<file path="src/hw/rtl/assert_macros.svh">
// Assertion macros shared by the RTL of the indexed list unit.
// No dependencies; included by the files that carry assertions.
`ifndef ASSERT_MACROS_SVH
`define ASSERT_MACROS_SVH

// Same-cycle implication, checked at every rising edge outside reset.
`define ILR_ASSERT_IMP(lbl, clk, rst_n, ante, cons) \
    lbl: assert property (@(posedge clk) disable iff (!rst_n) (ante) |-> (cons)) \
        else $error("indexed list unit: assertion failed");

// Next-cycle implication, checked at every rising edge outside reset.
`define ILR_ASSERT_NXT(lbl, clk, rst_n, ante, cons) \
    lbl: assert property (@(posedge clk) disable iff (!rst_n) (ante) |=> (cons)) \
        else $error("indexed list unit: assertion failed");

`endif

</file>
<file path="src/hw/rtl/ilr_pkg.sv">
// Types and codes of the indexed list unit.
// No dependencies; used by ilr_cell and indexed_list_insert_remove_unit.
package ilr_pkg;

    // Command codes carried by the cmd port.
    typedef enum logic [1:0] {
        CMD_INSERT = 2'd0,
        CMD_REMOVE = 2'd1,
        CMD_GET    = 2'd2,
        CMD_SET    = 2'd3
    } cmd_t;

    // Status codes reported with every result.
    typedef enum logic [1:0] {
        ST_OK    = 2'd0,
        ST_EMPTY = 2'd1,
        ST_RANGE = 2'd2,
        ST_FULL  = 2'd3
    } status_t;

    // What every cell does with its entry on a clock edge.
    typedef enum logic [1:0] {
        MODE_HOLD   = 2'd0,
        MODE_INSERT = 2'd1,
        MODE_REMOVE = 2'd2,
        MODE_WRITE  = 2'd3
    } mode_t;

    // Control broadcast along the chain of cells.
    typedef struct packed {
        logic  en;
        mode_t mode;
    } cell_ctl_t;

endpackage

</file>
<file path="src/hw/rtl/ilr_cell.sv">
// One storage cell of the list chain: holds the entry at a fixed index.
// Depends on ilr_pkg for the broadcast control struct.
module ilr_cell
    import ilr_pkg::*;
#(
    parameter int WORD_BITS = 32,
    parameter int POS_BITS  = 7,
    parameter int INDEX     = 0
) (
    input  logic                 clk,
    input  cell_ctl_t            ctl,
    input  logic [POS_BITS-1:0]  pos,
    input  logic [WORD_BITS-1:0] word_in,
    input  logic [WORD_BITS-1:0] left_q,
    input  logic [WORD_BITS-1:0] right_q,
    output logic [WORD_BITS-1:0] q,
    output logic [WORD_BITS-1:0] tap
);

    logic [WORD_BITS-1:0] q_reg;
    logic [WORD_BITS-1:0] q_next;
    logic                 hit;
    logic                 above;

    // Where this cell sits relative to the addressed index.
    assign hit   = (pos == POS_BITS'(INDEX));
    assign above = (POS_BITS'(INDEX) > pos);

    // Insert takes the lower neighbor, remove the upper one.
    always_comb
    begin
        q_next = q_reg;
        if (ctl.en)
        begin
            case (ctl.mode)
                MODE_INSERT:
                begin
                    if (above)
                    begin
                        q_next = left_q;
                    end
                    else if (hit)
                    begin
                        q_next = word_in;
                    end
                end
                MODE_REMOVE:
                begin
                    if (hit || above)
                    begin
                        q_next = right_q;
                    end
                end
                MODE_WRITE:
                begin
                    if (hit)
                    begin
                        q_next = word_in;
                    end
                end
                default:
                begin
                    q_next = q_reg;
                end
            endcase
        end
    end

    // The entry itself needs no reset.
    always_ff @(posedge clk)
    begin
        q_reg <= q_next;
    end

    // The addressed cell offers its old entry for the read path.
    assign q   = q_reg;
    assign tap = hit ? q_reg : '0;

endmodule

</file>
<file path="config.mk">
export PLATFORM = sky130hd
export DESIGN_NAME = ilr_cell
export DESIGN_NICKNAME = d
export VERILOG_FILES = /design/src/hw/rtl/assert_macros.svh /design/src/hw/rtl/ilr_pkg.sv /design/src/hw/rtl/ilr_cell.sv
export SDC_FILE = /design/constraint.sdc
export NUM_CORES = 1
export LEC_CHECK = 0
export BUFFER_PORTS_ARGS = -buffer_cell sky130_fd_sc_hd__buf_2
export CAP_MARGIN = 0
export CORE_MARGIN = 1.5
export CORE_UTILIZATION = 35
export CTS_CLUSTER_DIAMETER = 40
export DETAILED_ROUTE_END_ITERATION = 8
export GPL_TIMING_DRIVEN = 0
export PLACE_DENSITY = 0.83
export RECOVER_POWER = 25
export SKIP_CTS_REPAIR_TIMING = 1
export SLEW_MARGIN = 0
export SYNTH_ARGS = -nofsm -noshare
export SYNTH_HDL_FRONTEND = slang
export SYNTH_SLANG_ARGS = --single-unit
</file>
<file path="constraint.sdc">
create_clock -name clk -period 2.6 [get_ports clk]
set_input_delay 0.39 -clock clk [delete_from_list [all_inputs] [get_ports clk]]
set_output_delay 0.39 -clock clk [all_outputs]
set_load 0.1 [all_outputs]
</file>
==> metrics.md, run 1 <==
| Metric | Value |
|---|---|
| Final instance area | about 3000 µm² |
| Total power | 1.37 mW |
| XOR/XNOR share of the synthesized area | 0% |
| Worst Tran Pin Value | approximately 1200 ps |
| EDFF count, synth | 32 |
| Setup crit end kind | output port |
| Drt pass-1 iters | 4 |
| Final setup violation count | 0 |
| Crit path time final | approximately 2500 ps |
| Crit path kind | in2out |
| Die height | roughly 80 µm |
| Peak Freq | roughly 400 MHz |
| Leak | 1.21 nW |
| Pwr/cell area | ~460 nW/µm² |
| Hold depth | 3 |
| Setup WS pre-CTS | -424 ps |
| Die Footprint | roughly 6400 µm² |
| Top FF cell, synth | edfxtp_1 |
| DR WL met3 | around 440 µm |
| Synth Area in Compound Gates | between 20 and 30% |
| Die Width | approximately 80 µm |
| Largest net degree at the start of global routing | 33 |
| Initial antenna violation count | 0 |
| Post-synthesis simple-gate area fraction | 18.2% |
| Relative slew slack | between 20% and 30% |
| Final ANT Viol Nets | 0 |
| Drt total wl | around 6800 µm |
| Mapped Cells | between 200 and 250 |
| Core Area | 5640 µm² |
| Maxcap violations | 0 |
| Number of buffers created by CTS | 5 |
| Inserted Diodes | 0 |
| Hold Fails Final Rpt | 0 |
| HPWL Detailed | 4910 µm |
| Dpl cell area | 2870 µm² |
| Layout overhead on the synthesized area | 42.0% |
| # clock sinks | 32 |
| WL met1 | between 2000 and 3000 µm |
| CTS H-tree lvls | 2 |
| I/O pins | 171 |
| Logic pwr share | 28.2% |
| WP data arrival | between 2000 and 2500 ps |
| Cells after DPL | 440 |
| Number of global-route vias before repair | between 2,000 and 2,500 |
| Num rows | 27 |
| Max Slew Vio Count | 0 |
| Post-Synthesis Cell Area | between 2000 and 2500 µm² |
| Max FFs per register | 32 |
| First-pass GRT wire length | about 10,000 µm |
| Flops & latches, synth | 32 |
| Yosys Warn Count | 0 |
| Worst Setup Start Kind | input port |
| Vias per inst | ~5.4 |
| Clock Latency Late Sink | between 200 and 300 ps |
| RePlAce Congestion | between 0.7 and 0.8 |
| Syn avg cell area | between 9 and 10 µm² |
| Largest family of logic cells by synthesized area | compound AO/OA/AOI/OAI gates |
| TritonCTS clock tree | built |
| Multi-input logic area | ~1000 µm² |
| Non-Filler Instances | approximately 450 |
| DRC viols | 0 |
| Cell count of the worst reg-to-reg path | 2 |
| Multiplexer area fraction after synthesis | 0% |
| Filler Cell Count | about 550 |
| PortBufs | 138 |
| Cell-internal power | a little under 0.9 mW |
| Clock tree buffer depth | 2 |
| Req. time, crit path | about 2200 ps |
| Crit path max fanout | 10 |
| Yosys top cell by area | edfxtp_1 |
| Final WS setup | around 100 ps |
| Gr ovfl total | 0 |
| Syn_nets | 337 |
| Total area of sequential cells | ~960 µm² |
| Top sig layer | met4 |
| Clk pwr share | between 20 and 30% |
| Tcrit/Tclk final | a little over nine tenths |
| Gr usage total | 20.7% |
| Synth top area cells | edfxtp_1, a41oi_1, and2_1, a21oi_1, o21ai_0 |
| NumNets Final | just under 500 |
| Routed vias | approximately 2,400 |
| Initial DRC Count | 78 |
| DR WL/cell | around 15 µm |
| Post-Synth Adder-Cell Area | 0% |
| Count of cell types in the netlist | 19 |
| Hold crit path type | in2reg |
| Clk slew on worst S/H paths | ~70 ps |
| RSZ-0062 raised after global routing | false |
| Switching share of power | 35.8% |
| Status | finished, final reports clean |
| Worst Skew | 0 ps |
| Synth async-reset ratio | 0% |
| VDD IR-drop max | 238 µV |
| Reg power frac | between 40 and 50% |
| Routed wl met2 | roughly 3300 µm |
| Initial Utilization | between 30% and 40% |
| Sequential share of the synthesized area | about 46% |
| Synth top area share | between 40 and 50% |
| Root Driver | clkbuf_8 |
| Fraction of layout cells with a size suffix above 1 | between 30 and 40% |
| P_sw | between 0.4 and 0.5 mW |
[metrics by stage]
step	TNS, ps	hold slack [ps]	util (%)
after floorplan	0	620	-
after global placement	-11870	640	50.9
after detailed placement	-13560	658	50.9
after CTS	-3730	420	52.3
after global routing	0	441	52.6
final	0	427	52.6
[worst max-delay path, cell delays in order]
cell and delay (ps):
clkbuf_1 90, or4_1 540, buf_2 190, nor2_4 190
buf_6 160, and2_1 130, buf_2 420
[cell usage in the layout (no fill, tap or decap), drive strengths merged, types with 2 or more instances in the layout]
cell type,instances
nor2,34
buf,97
inv,2
o21ai,32
and2,32
clkbuf,75
edfxtp,32
a21oi,32
a41oi,32
[final timing paths]
kind	startpoint	slack, ps	to
setup / recovery	pos[3]	100	tap[17]
setup reg to reg	q[22]$_DFFE_PP_	1730	q[22]$_DFFE_PP_
hold / removal	right_q[25]	430	q[25]$_DFFE_PP_
hold reg to reg	q[5]$_DFFE_PP_	680	q[5]$_DFFE_PP_
[cells by family (layout without fill, tap and decap cells)]
family	count (synthesis)	in the layout
DFF	32	32
buffers and inverters	29	175
and+or+nand+nor	72	72
AOI/OAI and AO/OA	97	97
[power by group through the flow]
stage	Clock [mW]	Combinational (mW)	Sequential (mW)
after floorplan	0	0.112	0.793
after global placement	0	0.387	0.627
after detailed placement	0	0.391	0.628
after CTS	0.373	0.391	0.618
after global routing	0.390	0.412	0.620
final	0.367	0.386	0.618
[synthesized netlist by cell type (2+ instances only)]
cell / number
nor2_1: 33
a21oi_1: 32
a41oi_1: 32
and2_1: 32
edfxtp_1: 32
o21ai_0: 32
clkbuf_1: 17
buf_2: 4
buf_6: 3
clkbuf_2: 3
inv_1: 2
[layout make-up]
cell class	instances	area share, %
timing repair buffer	138	23.8
buffer	27	4.47
clock inverter	1	0.127
tap	72	3.04
clock buffer	7	2.57
inverter	2	0.253
sequential	32	32.4
multi-input combinational	169	33.3
[per-layer routing]
metal,up-vias,track usage [%]
met5,-,0
met4,0,8.79
met3,6,2.73
met2,118,35.1
met1,1130,26.1
li1,1155,-
No activity file was read; power rests on OpenSTA's default activity.
==> run 2: changes to the inputs <==
--- a/config.mk
+++ b/config.mk
@@ -7,12 +7,14 @@
 export LEC_CHECK = 0
 export BUFFER_PORTS_ARGS = -buffer_cell sky130_fd_sc_hd__buf_2
 export CAP_MARGIN = 0
+export CELL_PAD_IN_SITES_DETAIL_PLACEMENT = 0
+export CELL_PAD_IN_SITES_GLOBAL_PLACEMENT = 1
 export CORE_MARGIN = 1.5
-export CORE_UTILIZATION = 35
+export CORE_UTILIZATION = 24
 export CTS_CLUSTER_DIAMETER = 40
 export DETAILED_ROUTE_END_ITERATION = 8
 export GPL_TIMING_DRIVEN = 0
-export PLACE_DENSITY = 0.83
+export PLACE_DENSITY = 0.84
 export RECOVER_POWER = 25
 export SKIP_CTS_REPAIR_TIMING = 1
 export SLEW_MARGIN = 0
==> run 2 against run 1 <==
Via count is 2.3% lower. First-iteration DRC count stayed put. Final cell count is 7.4% higher. Clock skew stayed put. Worst hold slack better by 2.3 ps. Core utilization is 16 points lower. Non-clock buffer count stayed put. Combinational power hardly changed. Global-route usage is 4.7 points lower. Highest routed layer unchanged.
==> metrics.md, run 2 (same netlist as run 1, synthesis figures left out) <==
| Metric | Value |
|---|---|
| Status | finished, final reports clean |
| WHS | 429 ps (+2.35 ps) |
| Worst Setup Start Kind | input port |
| Logic pwr share | 28.0% (-0.2 points) |
| Largest net degree at the start of global routing | 33 (unchanged) |
| DRC viols | 0 (unchanged) |
| Die height | 96.3 µm (+20%) |
| Peak Freq | 401 MHz (about the same) |
| Drt total wl | 7450 µm (+10%) |
| Drt pass-1 iters | 4 (unchanged) |
| Setup crit end kind | output port |
| PortBufs | 138 (unchanged) |
| HPWL Detailed | 5520 µm (+12%) |
| First-pass GRT wire length | 11,200 µm (+10%) |
| Initial antenna violation count | 0 (unchanged) |
| Final ANT Viol Nets | 0 (unchanged) |
| P_sw | 0.503 mW (+2.3%) |
| Gr usage total | 16.0% (-4.7 points) |
| Crit path max fanout | 10 (unchanged) |
| WP data arrival | 2100 ps (about the same) |
| Final instance area | 3020 µm² (+1.7%) |
| Num rows | 33 (+22%) |
| Clk pwr share | 27.3% (+0.5 points) |
| Die Footprint | 9270 µm² (+44%) |
| Max Slew Vio Count | 0 (unchanged) |
| # clock sinks | 32 (unchanged) |
| Pwr/cell area | 459 nW/µm² (-0.83%) |
| I/O pins | 171 (unchanged) |
| Leak | 1.20 nW (-0.46%) |
| Gr ovfl total | 0 (unchanged) |
| Max FFs per register | 32 (unchanged) |
| Worst Tran Pin Value | 1200 ps (+1.98 ps) |
| Relative slew slack | 20.5% (-0.13 points) |
| Fraction of layout cells with a size suffix above 1 | 33.8% (-0.27 points) |
| Fin util | 36.2% (-16 points) |
| Clock tree buffer depth | 2 (unchanged) |
| Number of global-route vias before repair | 2,249 (+3.9%) |
| Crit path kind | in2out |
| Root Driver | clkbuf_8 |
| Tcrit/Tclk final | 95.9% (about the same) |
| VDD IR-drop max | 172 µV (-28%) |
| Commonest non-fill, non-tap cell in the layout | buf_2 |
| Maxcap violations | 0 (unchanged) |
| Initial Utilization | 25.0% (-12 points) |
| Hold crit path type | in2reg |
| Dpl cell area | 2910 µm² (+1.5%) |
| Most frequent cells in the layout | buf_2, clkbuf_1, nor2_1 |
| Hold Fails Final Rpt | 0 (unchanged) |
| Initial DRC Count | 78 (unchanged) |
| RSZ-0062 raised after global routing | false |
| Final setup violation count | 0 (unchanged) |
| Layout overhead on the synthesized area | 44.4% |
| RePlAce Congestion | 0.702 (-6.1%) |
| Crit path time final | 2490 ps (-2.06 ps) |
| Number of buffers created by CTS | 5 (unchanged) |
| Core Area | 8340 µm² (+48%) |
| Clk slew on worst S/H paths | 70 ps (about the same) |
| TritonCTS clock tree | built |
| Die Width | 96.3 µm (+20%) |
| Clock Latency Late Sink | 280 ps (about the same) |
| Routed vias | 2,354 (-2.3%) |
| CTS H-tree lvls | 2 (unchanged) |
| Worst Skew | 0 ps (unchanged) |
| Cell-internal power | 0.880 mW (about the same) |
| Inserted Diodes | 0 (unchanged) |
| Req. time, crit path | 2210 ps (about the same) |
| Vias per inst | 4.89 (-9.0%) |
| Setup_tns | 0 ps (unchanged) |
| DR WL/cell | 15.5 µm (+2.8%) |
| NumNets Final | 482 (unchanged) |
| Switching share of power | 36.3% (+0.53 points) |
| Reg power frac | 44.7% (-0.3 points) |
## run 2: cell types whose count changed in the layout (fill, tap and decap cells not counted), sizes merged
cell	previous run	this run
buf	97	92
clkbuf	75	80
## run 2: final cells by class
class | count | area, µm²
fillers | 885 | 5330
plain buffers | 27 | 133
clock inverters | 1 | 3.75
well taps | 105 | 131
multi-input cells | 169 | 988
inverters | 2 | 7.51
clock buffers | 7 | 76.3
flip-flops and latches | 32 | 961
repair buffers | 138 | 714
## run 2: worst paths after layout
check | startpoint | slack [ps] | cells after the start | to
worst min register to register | q[10]$_DFFE_PP_ | 680 | 2 | q[10]$_DFFE_PP_
worst max register to register | q[22]$_DFFE_PP_ | 1730 | 2 | q[22]$_DFFE_PP_
worst max-delay path | pos[1] | 110 | 7 | tap[3]
worst min-delay path | right_q[21] | 430 | 3 | q[21]$_DFFE_PP_
## run 2: per-layer routing
layer | vias to the layer above | routed length [µm] | track usage [%]
li1 | 1157 | - | -
met1 | 1096 | 3230 | 20.7
met2 | 91 | 3640 | 26.2
met3 | 10 | 508 | 3.95
met4 | 0 | 76 | 4.41
met5 | - | 0 | 0
## run 2: power groups by stage
stage               combinational [mW]  clock, mW  sequential [mW]
floorplan                        0.112          0            0.793
global placement                 0.391          0            0.628
detailed placement               0.394          0            0.629
CTS                              0.395      0.387            0.618
global route                     0.415      0.408            0.622
finish                           0.387      0.378            0.618
## run 2: through the flow
step           setup WS (ps)  power (mW)  cells
2_1_floorplan            122       0.905    230
6_report                 107        1.38    481
4_1_cts                 59.5        1.40    481
3_3_place_gp            -363        1.02    473
5_1_grt                 10.6        1.45    481
3_5_place_dp            59.7        1.02    473
## run 2: worst max-delay path, cell delays in order
cell and delay, ps:
buf_2 110, or4_1 510, buf_2 190, nor2_4 180, buf_6 170, and2_1 130
buf_2 420
==> run 3: changes to the inputs <==
--- a/config.mk
+++ b/config.mk
@@ -16,6 +16,7 @@
 export GPL_TIMING_DRIVEN = 0
 export PLACE_DENSITY = 0.84
 export RECOVER_POWER = 25
+export REMOVE_ABC_BUFFERS = 1
 export SKIP_CTS_REPAIR_TIMING = 1
 export SLEW_MARGIN = 0
 export SYNTH_ARGS = -nofsm -noshare
==> run 3 against run 2 <==
Combinational power grew 1%. Non-clock buffer count shrank 21. Cell area shrank 0.54%. Clock skew is the same. Largest power group unchanged.
==> metrics.md, run 3 (same netlist as run 1, synthesis figures left out) <==
| Metric | Value |
|---|---|
| Final setup violation count | 0 (unchanged) |
| I/O pins | 171 (unchanged) |
| Hold crit path type | in2reg |
| HPWL Detailed | 4750 µm (-14%) |
| Worst Setup Start Kind | input port |
| # clock sinks | 32 (unchanged) |
| Total power | 1.39 mW (+0.33%) |
| Clock tree buffer depth | 2 (unchanged) |
| Routed vias | 2,337 (-0.72%) |
| Filler Cell Count | 908 (+2.6%) |
| Layout overhead on the synthesized area | 43.6% |
| Multi-input logic area | 1020 µm² (+3.4%) |
| Inserted Diodes | 0 (unchanged) |
| Critical R2R Launch | q[11]$_DFFE_PP_ |
| Initial DRC Count | 140 (+79%) |
| Max FFs per register | 32 (unchanged) |
| First-pass GRT wire length | 10,600 µm (-5.4%) |
| Hold Fails Final Rpt | 0 (unchanged) |
| Clock Latency Late Sink | 280 ps (about the same) |
| Most frequent cells in the layout | buf_2, clkbuf_1 |
| Total area of sequential cells | 961 µm² (unchanged) |
| Max Slew Vio Count | 0 (unchanged) |
| Initial Utilization | 25.0% (unchanged) |
| Worst Skew | 0 ps (unchanged) |
| Vias per inst | 5.07 (+3.6%) |
| Setup crit end kind | output port |
| Drt pass-1 iters | 4 (unchanged) |
| Die height | 96.3 µm (unchanged) |
| Clk pwr share | 27.4% (about the same) |
| Maxcap violations | 0 (unchanged) |
| P_sw | 0.506 mW (+0.67%) |
| Status | finished, final reports clean |
| Num rows | 33 (unchanged) |
| Relative slew slack | 11.2% (-9.3 points) |
| RePlAce Congestion | 0.726 (+3.4%) |
| Peak Freq | 389 MHz (-3.0%) |
| Tcrit/Tclk final | 98.9% (+3.0 points) |
| Req. time, crit path | 2210 ps (about the same) |
| DR WL/cell | 15.9 µm (+2.5%) |
| Pwr/cell area | 463 nW/µm² (+0.87%) |
| CTS H-tree lvls | 2 (unchanged) |
| PortBufs | 138 (unchanged) |
| Initial antenna violation count | 0 (unchanged) |
| Min-delay src | right_q[15] |
| Worst Tran Pin Value | 1330 ps (+134 ps) |
| Die Footprint | 9270 µm² (unchanged) |
| Number of buffers created by CTS | 5 (unchanged) |
| Gr ovfl total | 0 (unchanged) |
| WP data arrival | 2180 ps (+80 ps) |
| Clk slew on worst S/H paths | 70 ps (about the same) |
| Die Width | 96.3 µm (unchanged) |
| Final ANT Viol Nets | 0 (unchanged) |
| VDD IR-drop max | 167 µV (-3.0%) |
| Core Area | 8340 µm² (unchanged) |
| Root Driver | clkbuf_8 |
| Leak | 1.17 nW (-2.3%) |
| Crit path kind | in2out |
| NumNets Final | 462 (-4.1%) |
| Cell-internal power | 0.881 mW (+0.13%) |
| Largest net degree at the start of global routing | 35 (+6.1%) |
| Cell count of the worst reg-to-reg path | 2 (unchanged) |
| Hold depth | 3 (unchanged) |
| TritonCTS clock tree | built |
| Setup_tns | 0 ps (unchanged) |
| Number of global-route vias before repair | 2,201 (-2.1%) |
| Switching share of power | 36.5% (+0.13 points) |
| Crit path max fanout | 35 (+25) |
| Fraction of layout cells with a size suffix above 1 | 35.4% (+1.6 points) |
| Logic pwr share | 28.2% (+0.2 points) |
| Crit path from | pos[3] |
| Gr usage total | 14.8% (-1.2 points) |
| Commonest non-fill, non-tap cell in the layout | buf_2 |
| Drt total wl | 7320 µm (-1.7%) |
| DRC viols | 0 (unchanged) |
| Crit path time final | 2570 ps (+77.6 ps) |
| Reg power frac | 44.5% (-0.2 points) |
==> run 3: worst max-delay path: stages <==
cell and delay (ps):
buf_2 120, or4_4 750, nor2_4 200, buf_12 160, and2_1 120, buf_2 410
==> run 3: power groups by stage <==
stage | registers [mW] | clock network [mW] | logic (mW)
global placement | 0.628 | 0 | 0.381
floorplan | 0.793 | 0 | 0.103
finish | 0.617 | 0.379 | 0.391
CTS | 0.617 | 0.398 | 0.393
detailed placement | 0.628 | 0 | 0.393
global route | 0.622 | 0.419 | 0.415
==> run 3: metal layers <==
layer / track usage (%) / routed length (µm)
met3: 2.92 / 494
met4: 4.41 / 57
met2: 25.2 / 3590
met1: 18.7 / 3190
met5: 0 / 0
==> run 3: final cells by class <==
| class | instances | area share, % |
|---|---|---|
| Inverter | 2 | 0.250 |
| Sequential cell | 32 | 32.0 |
| Multi-Input combinational cell | 170 | 34.1 |
| Timing Repair Buffer | 144 | 26.6 |
| Clock buffer | 7 | 2.54 |
| Clock inverter | 1 | 0.125 |
| Tap cell | 105 | 4.38 |
==> run 3: stage by stage <==
stage	utilization (%)	setup slack, ps	cells	hold slack, ps	instance area, µm²
2_1_floorplan	-	-242	203	620	1960
3_3_place_gp	33.3	-890	446	646	2780
3_5_place_dp	34.0	-749	449	655	2840
4_1_cts	35.0	-747	457	413	2920
5_1_grt	36.0	-15.5	461	423	3000
6_report	36.0	29.3	461	425	3000
==> run 3: final timing paths <==
kind | endpoint | slack, ps
worst max-delay path | tap[21] | 30
worst min-delay path | q[15]$_DFFE_PP_ | 430
worst max register to register | q[11]$_DFFE_PP_ | 1720
worst min register to register | q[17]$_DFFE_PP_ | 670
